[src/rtl/fla_pkg.sv]
// Shared types and constants for the free-list heap allocator.
// Holds the request/response payload structs, the controller command and status structs,
// and the request, status, fit-mode and register index codes. No dependencies.
`default_nettype none

package fla_pkg;

   localparam int unsigned CSR_INDEX_WIDTH = 1;
   localparam int unsigned CSR_DATA_WIDTH  = 17;

   localparam logic [CSR_INDEX_WIDTH-1:0] CSR_FIT_MODE   = 1'd0;
   localparam logic [CSR_INDEX_WIDTH-1:0] CSR_HEAP_LIMIT = 1'd1;

   typedef enum logic [1:0] {
      REQ_ALLOC   = 2'd0,
      REQ_FREE    = 2'd1,
      REQ_INFO    = 2'd2,
      REQ_RESTART = 2'd3
   } fla_kind_type;

   localparam logic [1:0] ST_OK         = 2'd0;
   localparam logic [1:0] ST_BAD_SIZE   = 2'd1;
   localparam logic [1:0] ST_HEAP_LIMIT = 2'd2;
   localparam logic [1:0] ST_TABLE_FULL = 2'd3;

   localparam logic [1:0] FIT_FIRST = 2'd0;
   localparam logic [1:0] FIT_BEST  = 2'd1;
   localparam logic [1:0] FIT_WORST = 2'd2;

   typedef struct packed {
      logic [1:0]  req_type;
      logic [16:0] req_size;
      logic [15:0] release_offset;
   } fla_req_type;

   typedef struct packed {
      logic [1:0]  status;
      logic [15:0] payload_offset;
      logic [16:0] free_bytes;
      logic [5:0]  list_chunks;
      logic [16:0] largest_chunk;
      logic [16:0] smallest_chunk;
   } fla_rsp_type;

   // Commands from the controller to the datapath.
   typedef struct packed {
      logic       load;
      logic       restart;
      logic       pick;
      logic       grow_adv;
      logic       take_sel;
      logic       take_grow;
      logic       alloc_fin;
      logic       take_size;
      logic       merge;
      logic       free_push;
      logic       info_acc;
      logic       set_status;
      logic [1:0] status_val;
      logic       emit;
      logic       emit_info;
   } fla_cmd_type;

   // Conditions reported by the datapath to the controller.
   typedef struct packed {
      logic zero_size;
      logic free_skip;
      logic scan_end;
      logic found;
      logic grow_short;
      logic grow_over;
      logic split_full;
      logic merged;
      logic full;
      logic out_free;
   } fla_stat_type;

endpackage

`default_nettype wire

[src/rtl/fla_ctrl.sv]
// Sequencing state machine of the free-list heap allocator.
// Issues fla_pkg::fla_cmd_type commands and reacts to fla_pkg::fla_stat_type conditions.
// Depends on fla_pkg.
`default_nettype none

module fla_ctrl (
   input  wire logic                  clock,
   input  wire logic                  reset,
   input  wire logic                  req_valid,
   input  wire logic [1:0]            req_kind,
   output logic                       req_stall,
   output fla_pkg::fla_cmd_type       cmd,
   input  wire fla_pkg::fla_stat_type stat
);

   typedef enum logic [3:0] {
      S_IDLE,
      S_A_SCAN,
      S_A_DEC,
      S_A_GROW,
      S_A_FIN,
      S_F_GET,
      S_F_SCAN,
      S_F_END,
      S_I_SCAN,
      S_DONE,
      S_DONE_INFO
   } fla_state_type;

   fla_state_type state_ff, state_in;

   assign req_stall = (state_ff != S_IDLE);

   always_comb begin
      state_in = state_ff;
      cmd      = '0;
      unique case (state_ff)
         S_IDLE: begin
            if (req_valid) begin
               cmd.load = 1'b1;
               case (req_kind)
                  fla_pkg::REQ_ALLOC: begin
                     if (stat.zero_size) begin
                        cmd.set_status = 1'b1;
                        cmd.status_val = fla_pkg::ST_BAD_SIZE;
                        state_in       = S_DONE;
                     end else begin
                        state_in = S_A_SCAN;
                     end
                  end
                  fla_pkg::REQ_FREE: begin
                     state_in = stat.free_skip ? S_DONE : S_F_GET;
                  end
                  fla_pkg::REQ_INFO: begin
                     state_in = S_I_SCAN;
                  end
                  default: begin
                     cmd.restart = 1'b1;
                     state_in    = S_DONE;
                  end
               endcase
            end
         end
         S_A_SCAN: begin
            if (stat.scan_end) begin
               state_in = S_A_DEC;
            end else begin
               cmd.pick = 1'b1;
            end
         end
         S_A_DEC: begin
            if (stat.found) begin
               cmd.take_sel = 1'b1;
               state_in     = S_A_FIN;
            end else begin
               state_in = S_A_GROW;
            end
         end
         S_A_GROW: begin
            if (stat.grow_short) begin
               cmd.grow_adv = 1'b1;
            end else if (stat.grow_over) begin
               cmd.set_status = 1'b1;
               cmd.status_val = fla_pkg::ST_HEAP_LIMIT;
               state_in       = S_DONE;
            end else if (stat.split_full) begin
               cmd.set_status = 1'b1;
               cmd.status_val = fla_pkg::ST_TABLE_FULL;
               state_in       = S_DONE;
            end else begin
               cmd.take_grow = 1'b1;
               state_in      = S_A_FIN;
            end
         end
         S_A_FIN: begin
            cmd.alloc_fin = 1'b1;
            state_in      = S_DONE;
         end
         S_F_GET: begin
            cmd.take_size = 1'b1;
            state_in      = S_F_SCAN;
         end
         S_F_SCAN: begin
            if (stat.scan_end) begin
               state_in = S_F_END;
            end else begin
               cmd.merge = 1'b1;
            end
         end
         S_F_END: begin
            if (!stat.merged && stat.full) begin
               cmd.set_status = 1'b1;
               cmd.status_val = fla_pkg::ST_TABLE_FULL;
            end else begin
               cmd.free_push = 1'b1;
            end
            state_in = S_DONE;
         end
         S_I_SCAN: begin
            if (stat.scan_end) begin
               state_in = S_DONE_INFO;
            end else begin
               cmd.info_acc = 1'b1;
            end
         end
         S_DONE: begin
            if (stat.out_free) begin
               cmd.emit = 1'b1;
               state_in = S_IDLE;
            end
         end
         S_DONE_INFO: begin
            if (stat.out_free) begin
               cmd.emit      = 1'b1;
               cmd.emit_info = 1'b1;
               state_in      = S_IDLE;
            end
         end
         default: begin
            state_in = S_IDLE;
         end
      endcase
   end

   always_ff @(posedge clock) begin
      if (reset) begin
         state_ff <= S_IDLE;
      end else begin
         state_ff <= state_in;
      end
   end

endmodule

`default_nettype wire

[config.mk]
export PLATFORM = sky130hd
export DESIGN_NAME = fla_ctrl
export DESIGN_NICKNAME = d
export VERILOG_FILES = /design/src/rtl/fla_pkg.sv /design/src/rtl/fla_ctrl.sv
export SDC_FILE = /design/constraint.sdc
export NUM_CORES = 1
export LEC_CHECK = 0
export BUFFER_PORTS_ARGS = -buffer_cell sky130_fd_sc_hd__buf_2
export CAP_MARGIN = 20
export CORE_AREA = 2 2 44 46
export DETAILED_ROUTE_END_ITERATION = 16
export DIE_AREA = 0 0 46 48
export PLACE_DENSITY_LB_ADDON = 0.3
export SLEW_MARGIN = 15
export SYNTH_ARGS = -nofsm -noshare
export SYNTH_HDL_FRONTEND = slang
export SYNTH_SLANG_ARGS = --single-unit
[constraint.sdc]
create_clock -name clock -period 1.5 [get_ports clock]
set_input_delay 0.075 -clock clock [delete_from_list [all_inputs] [get_ports clock]]
set_output_delay 0.075 -clock clock [all_outputs]
set_load 0.01 [all_outputs]
==> metrics.yaml, run 1 <==
run_status:
  status: "complete, but fails checks"
  violations: "setup timing"
cts:
  cts_tree: "done"
  cts-root-buf: "clkbuf_4"
  clk_latency_ns: 0.23
  cts_buffers: 3
  clkTransAtPathRegs_ns: 0.03
  clk_path_buf_depth: 2
  h-tree-depth: 1
  cts_sinks: 4
logic_synthesis:
  yosys_warnings: 0
  ys_seq_area_frac: 0.122
  synth_area_um2: 658
  synth_cell_types: 44
  synth_area_leaders: "dfxtp_1 12%, buf_6 5.1%, nand2b_1 4.8%"
  syn_inst: 84
  yosys.area.top_type_share: 0.122
  ys_ff_latch: 4
  syn_nets: 99
  synthArstFlopShare: 0
  synth_common_cells: "7 x nor2_1, 5 x nand2b_1"
  syn_area_per_cell_um2: 7.83
  synth_edf_count: 0
  synth_area_leader_cell: "dfxtp_1"
  synth_flop_cell: "dfxtp_1"
  yosysMostFrequentCell: "nor2_1"
cells_and_area:
  largest_reg_flops: 4
  largest-register: "state_ff"
  num_antenna_cells: 0
  top_regs: "state_ff x4"
  num-fill-cells: 127
  drive_gt1_frac: 0.667
  area_growth_pct: 85.9
  nets: 161
setup_path:
  r2r-start: "state_ff[2]"
  worstRegToRegCells: 5
  path_max_fanout: 3
  crit_type: "reg -> out"
  arrival_ns: 1.61
  cp-end-kind: "primary output"
  crit_path_start_kind: "flop"
  r2r_end: "state_ff[0]"
  critPathRequiredTime_ns: 1.42
  r2r_setup_slack_ns: -0.12
sta:
  maxSlewHeadroom: 0.796
  rsz0062_at_grt: "true"
  finalHoldViolCount: 0
  finClkSkew_ns: 0.000430
  tightestPinTransition_ns: 0.306
  finalSetupTns_ns: -0.487
  fmax_mhz: 594
  finalCriticalPeriod_ns: 1.68
  finalCritPeriodShare: 1.12
  setup-violations-final: 5
  maxSlewViolCount: 0
  layout_setup_ws_ns: -0.183
hold_path:
  hold_end: "state_ff[1]"
  hp-class: "in -> reg"
  hold_start: "reset"
  min_path_cells: 2
routing:
  wirelength_um: 2510
  drt-initial-drc-count: 22
  vias_per_cell: 5.78
  drt_first_pass_iters: 4
  post_drt_wl_per_cell_um: 15.6
  num_vias: 930
  antenna_left: 0
  route.detailed.drc: 0
pwr:
  leakage_uw: 0.000607
  p_per_area_nw_per_um2: 1570
  p_total_uw: 1920
  max-vdd-ir-drop_mv: 0.995
floorplan:
  rows: 15
  die_width_um: 46
  die_h_um: 48
  die_area_um2: 2210
  initial_core_util: 0.390
  io_pins: 32
  floorplan.core_area_um2: 1690
placement:
  gp_congestion: 0.842
  hpwl_um: 1480
  port_buffers: 31
global_route:
  grt_start_max_net_pins: 9
  grt_pass1_vias: 796
  track_usage: 0.216
  gr-total-overflow: 0
  grt_pass1_wl_um: 3500
  antenna_found_initial: 0
flow_run:
  maxCapViolations: 0
==> kinds of logic (layout without fill, tap and decap cells) <==
kind of cell,after synthesis,in the layout,synth area share
simple gates,50,50,0.485
flops,4,4,0.122
mux,3,3,0.0532
buf+inv,9,69,0.0931
compound gates,18,18,0.247
==> final cells by class <==
cell class / count / area (µm²) / area share
sequential: 4 / 92.6 / 0.0757
tap: 17 / 21.3 / 0.0174
multi-input combinational: 71 / 639 / 0.522
inverter: 4 / 15.0 / 0.0123
clock buffer: 3 / 22.5 / 0.0184
timing repair buffer: 62 / 433 / 0.354
==> critical path, stage by stage, from the launching register on <==
cell	delay, ns
dfxtp_4	0.35
nor2_4	0.12
nand3_2	0.10
or4b_4	0.54
o311ai_2	0.09
buf_2	0.17
==> how the worst max path moves through the flow <==
stage / end / start / slack, ns
finish: cmd[2] / state_ff[1] / -0.18
global route: cmd[2] / state_ff[1] / -0.23
CTS: cmd[2] / state_ff[2] / -0.14
detailed placement: cmd[2] / state_ff[1] / -0.06
global placement: cmd[2] / state_ff[0] / -0.007
floorplan: state_ff[2] / state_ff[2] / 0.04
==> power breakdown <==
group	total (µW)	internal, µW	switching (µW)
Combinational	1570	867	704
Clock	127	89.1	37.6
Sequential	221	163	58.1
Total	1920	1120	799
==> metrics by stage <==
| stage | hold slack (ns) | cells | instance area [µm²] | setup WS, ns | utilization |
|---|---|---|---|---|---|
| after floorplan | 0.140 | 84 | 658 | 0.0450 | - |
| after global placement | 0.327 | 143 | 908 | -0.00684 | 0.538 |
| after detailed placement | 0.339 | 143 | 908 | -0.0552 | 0.538 |
| after CTS | 0.0871 | 155 | 1090 | -0.144 | 0.644 |
| after global routing | 0.105 | 161 | 1220 | -0.234 | 0.724 |
| final | 0.105 | 161 | 1220 | -0.183 | 0.724 |
==> repair_timing <==
item | CTS | global route
gates resized for setup | 24 | 20
setup buffers | 9 | 6
endpoints found under the setup margin | 6 | 12
pin swaps | 7 | 12
hold buffers | 0 | 0
==> routing by layer <==
layer / GRT usage / wire [µm]
met1: 0.251 / 1050
met2: 0.411 / 1350
met3: 0.0415 / 96
met4: 0.0400 / 8
met5: 0 / 0
==> placed cells by master, fill, tap and decap left out, types with 2 or more instances in the layout <==
| cell type | n |
|---|---|
| nand2b_1 | 4 |
| buf_6 | 8 |
| buf_4 | 21 |
| or2b_1 | 3 |
| buf_2 | 31 |
| a211oi_2 | 2 |
| nand3_2 | 2 |
| a31oi_1 | 2 |
| nand2_1 | 3 |
| nand3b_1 | 3 |
| buf_8 | 2 |
| and2b_2 | 2 |
| nor2_1 | 4 |
| inv_1 | 4 |
| clkbuf_4 | 3 |
| dfxtp_4 | 3 |
| and3_1 | 3 |
| nor2_4 | 2 |
| mux2i_1 | 2 |
| nor4_1 | 2 |
| nor3_1 | 3 |
| nor2b_1 | 3 |
(Power assumes the default switching activity.)
==> inputs of run 2 (changes only) <==
--- a/config.mk
+++ b/config.mk
@@ -8,10 +8,13 @@
 export BUFFER_PORTS_ARGS = -buffer_cell sky130_fd_sc_hd__buf_2
 export CAP_MARGIN = 20
 export CORE_AREA = 2 2 44 46
+export CTS_CLUSTER_DIAMETER = 40
 export DETAILED_ROUTE_END_ITERATION = 16
 export DIE_AREA = 0 0 46 48
 export PLACE_DENSITY_LB_ADDON = 0.3
+export REMOVE_ABC_BUFFERS = 1
 export SLEW_MARGIN = 15
 export SYNTH_ARGS = -nofsm -noshare
 export SYNTH_HDL_FRONTEND = slang
 export SYNTH_SLANG_ARGS = --single-unit
+export TNS_END_PERCENT = 30
==> metrics.yaml, run 2 (synthesis results as in run 1) <==
run_status:
  status: "complete, but fails checks"
  violations: "setup timing"
routing:
  post_drt_wl_per_cell_um: 13.4
  drt-initial-drc-count: 6
  num_vias: 857
  wirelength_um: 2120
  route.detailed.drc: 0
  drt_first_pass_iters: 4
  antenna_left: 0
  vias_per_cell: 5.42
sta:
  rsz0062_at_grt: "true"
  finClkSkew_ns: 0.00194
  hold_ws_ns: 0.0907
  maxSlewHeadroom: 0.817
  finalHoldViolCount: 0
  finalCritPeriodShare: 1.12
  finalCriticalPeriod_ns: 1.67
  fmax_mhz: 597
  setup-violations-final: 6
  tightestPinTransition_ns: 0.271
  finalSetupTns_ns: -0.409
  layout_setup_ws_ns: -0.174
  maxSlewViolCount: 0
setup_path:
  crit_type: "reg -> out"
  critPathRequiredTime_ns: 1.42
  slowest_delay_ns: 0.53
  path_max_fanout: 5
  slowest_stage: "or4b_4"
  path_cells: "nor2_4 > nand3_2 > or4b_4 > o311ai_2 > buf_2"
  crit_path_start_kind: "flop"
  r2r_setup_slack_ns: -0.05
  r2r_end: "state_ff[0]"
  arrival_ns: 1.60
  cp-end-kind: "primary output"
  worstRegToRegCells: 6
  r2r-start: "state_ff[1]"
global_route:
  antenna_found_initial: 0
  grt_pass1_wl_um: 3180
  grt_pass1_vias: 784
  grt_start_max_net_pins: 8
  track_usage: 0.192
  gr-total-overflow: 0
floorplan:
  rows: 15
  floorplan.core_area_um2: 1690
  die_width_um: 46
  io_pins: 32
  initial_core_util: 0.390
  die_h_um: 48
  die_area_um2: 2210
placement:
  dp.cells: 150
  placed_area_um2: 961
  port_buffers: 31
  hpwl_um: 1590
  dp_slack_ns: -0.0835
  gp_congestion: 0.773
pwr:
  leakage_uw: 0.000582
  p_per_area_nw_per_um2: 1490
  max-vdd-ir-drop_mv: 0.671
cells_and_area:
  largest_reg_flops: 4
  final_cells: 158
  num_antenna_cells: 0
  nets: 158
  layout_commonest_cell: "buf_2"
  largest-register: "state_ff"
  top_regs: "state_ff x4"
  area_growth_pct: 78.9
  layout_common_cells: "31 x buf_2, 23 x buf_4, 5 x nor2_1, 5 x buf_6"
  drive_gt1_frac: 0.652
  design_area_um2: 1180
hold_path:
  hold_start: "reset"
  hp-class: "in -> reg"
  min_path_cells: 2
  hold_end: "state_ff[1]"
cts:
  cts-root-buf: "clkbuf_4"
  h-tree-depth: 1
  cts_sinks: 4
  cts_tree: "done"
  clk_path_buf_depth: 2
  cts_buffers: 3
  clkTransAtPathRegs_ns: 0.04
  clk_latency_ns: 0.23
flow_run:
  maxCapViolations: 0
-- run 2: cell count changes in the layout (fill, tap and decap cells not counted), sizes merged --
cell,previous run,this run
buf,62,59
-- run 2: what timing repair did --
item / 4_1_cts / 5_1_grt
hold buffers: 0 / 0
resized for setup: 18 / 17
buffers inserted: 5 / 1
pin swaps: 1 / 11
setup endpoints to repair: 10 / 12
-- run 2: worst max-delay path by stage --
stage | from | to | slack, ns | cells past startpoint
floorplan | state_ff[1] | cmd[4] | -0.08 | 4
global placement | state_ff[2] | state_ff[2] | -0.05 | 6
detailed placement | state_ff[2] | state_ff[2] | -0.08 | 6
CTS | state_ff[0] | cmd[2] | -0.18 | 5
global route | state_ff[0] | cmd[2] | -0.25 | 6
finish | state_ff[0] | cmd[2] | -0.17 | 5
-- run 2: layout make-up --
| cell class | count | area, µm² |
|---|---|---|
| clock buffer | 3 | 22.5 |
| fill | 136 | 512 |
| inverter | 4 | 15.0 |
| multi-input combinational | 71 | 642 |
| sequential | 4 | 92.6 |
| tap | 17 | 21.3 |
| timing repair buffer | 59 | 384 |
-- run 2: power breakdown --
group	switching [µW]	leakage, µW	internal, µW
Clock	40.8	0.0000138	89.3
Combinational	608	0.000533	776
Sequential	80.5	0.0000353	163
Total	729	0.000582	1030
-- run 2: layer usage --
metal,vias to the layer above,global-route usage,share of wire
met5,-,0,0
met4,0,0.0629,0.0099
met3,2,0.00755,0.033
met2,22,0.333,0.53
met1,398,0.254,0.43
li1,435,-,-
-- run 2: critical path, delay by kind of cell, from the launching register on --
| family | cells | cell delay [ns] |
|---|---|---|
| compound gates | 1 | 0.09 |
| buf+inv | 1 | 0.18 |
| flops | 1 | 0.35 |
| simple gates | 3 | 0.75 |
-- run 2: per-stage QoR --
stage,total power (µW),util
2_1_floorplan,776,-
3_3_place_gp,1270,0.569
3_5_place_dp,1290,0.569
4_1_cts,1590,0.642
5_1_grt,1870,0.697
6_report,1760,0.697
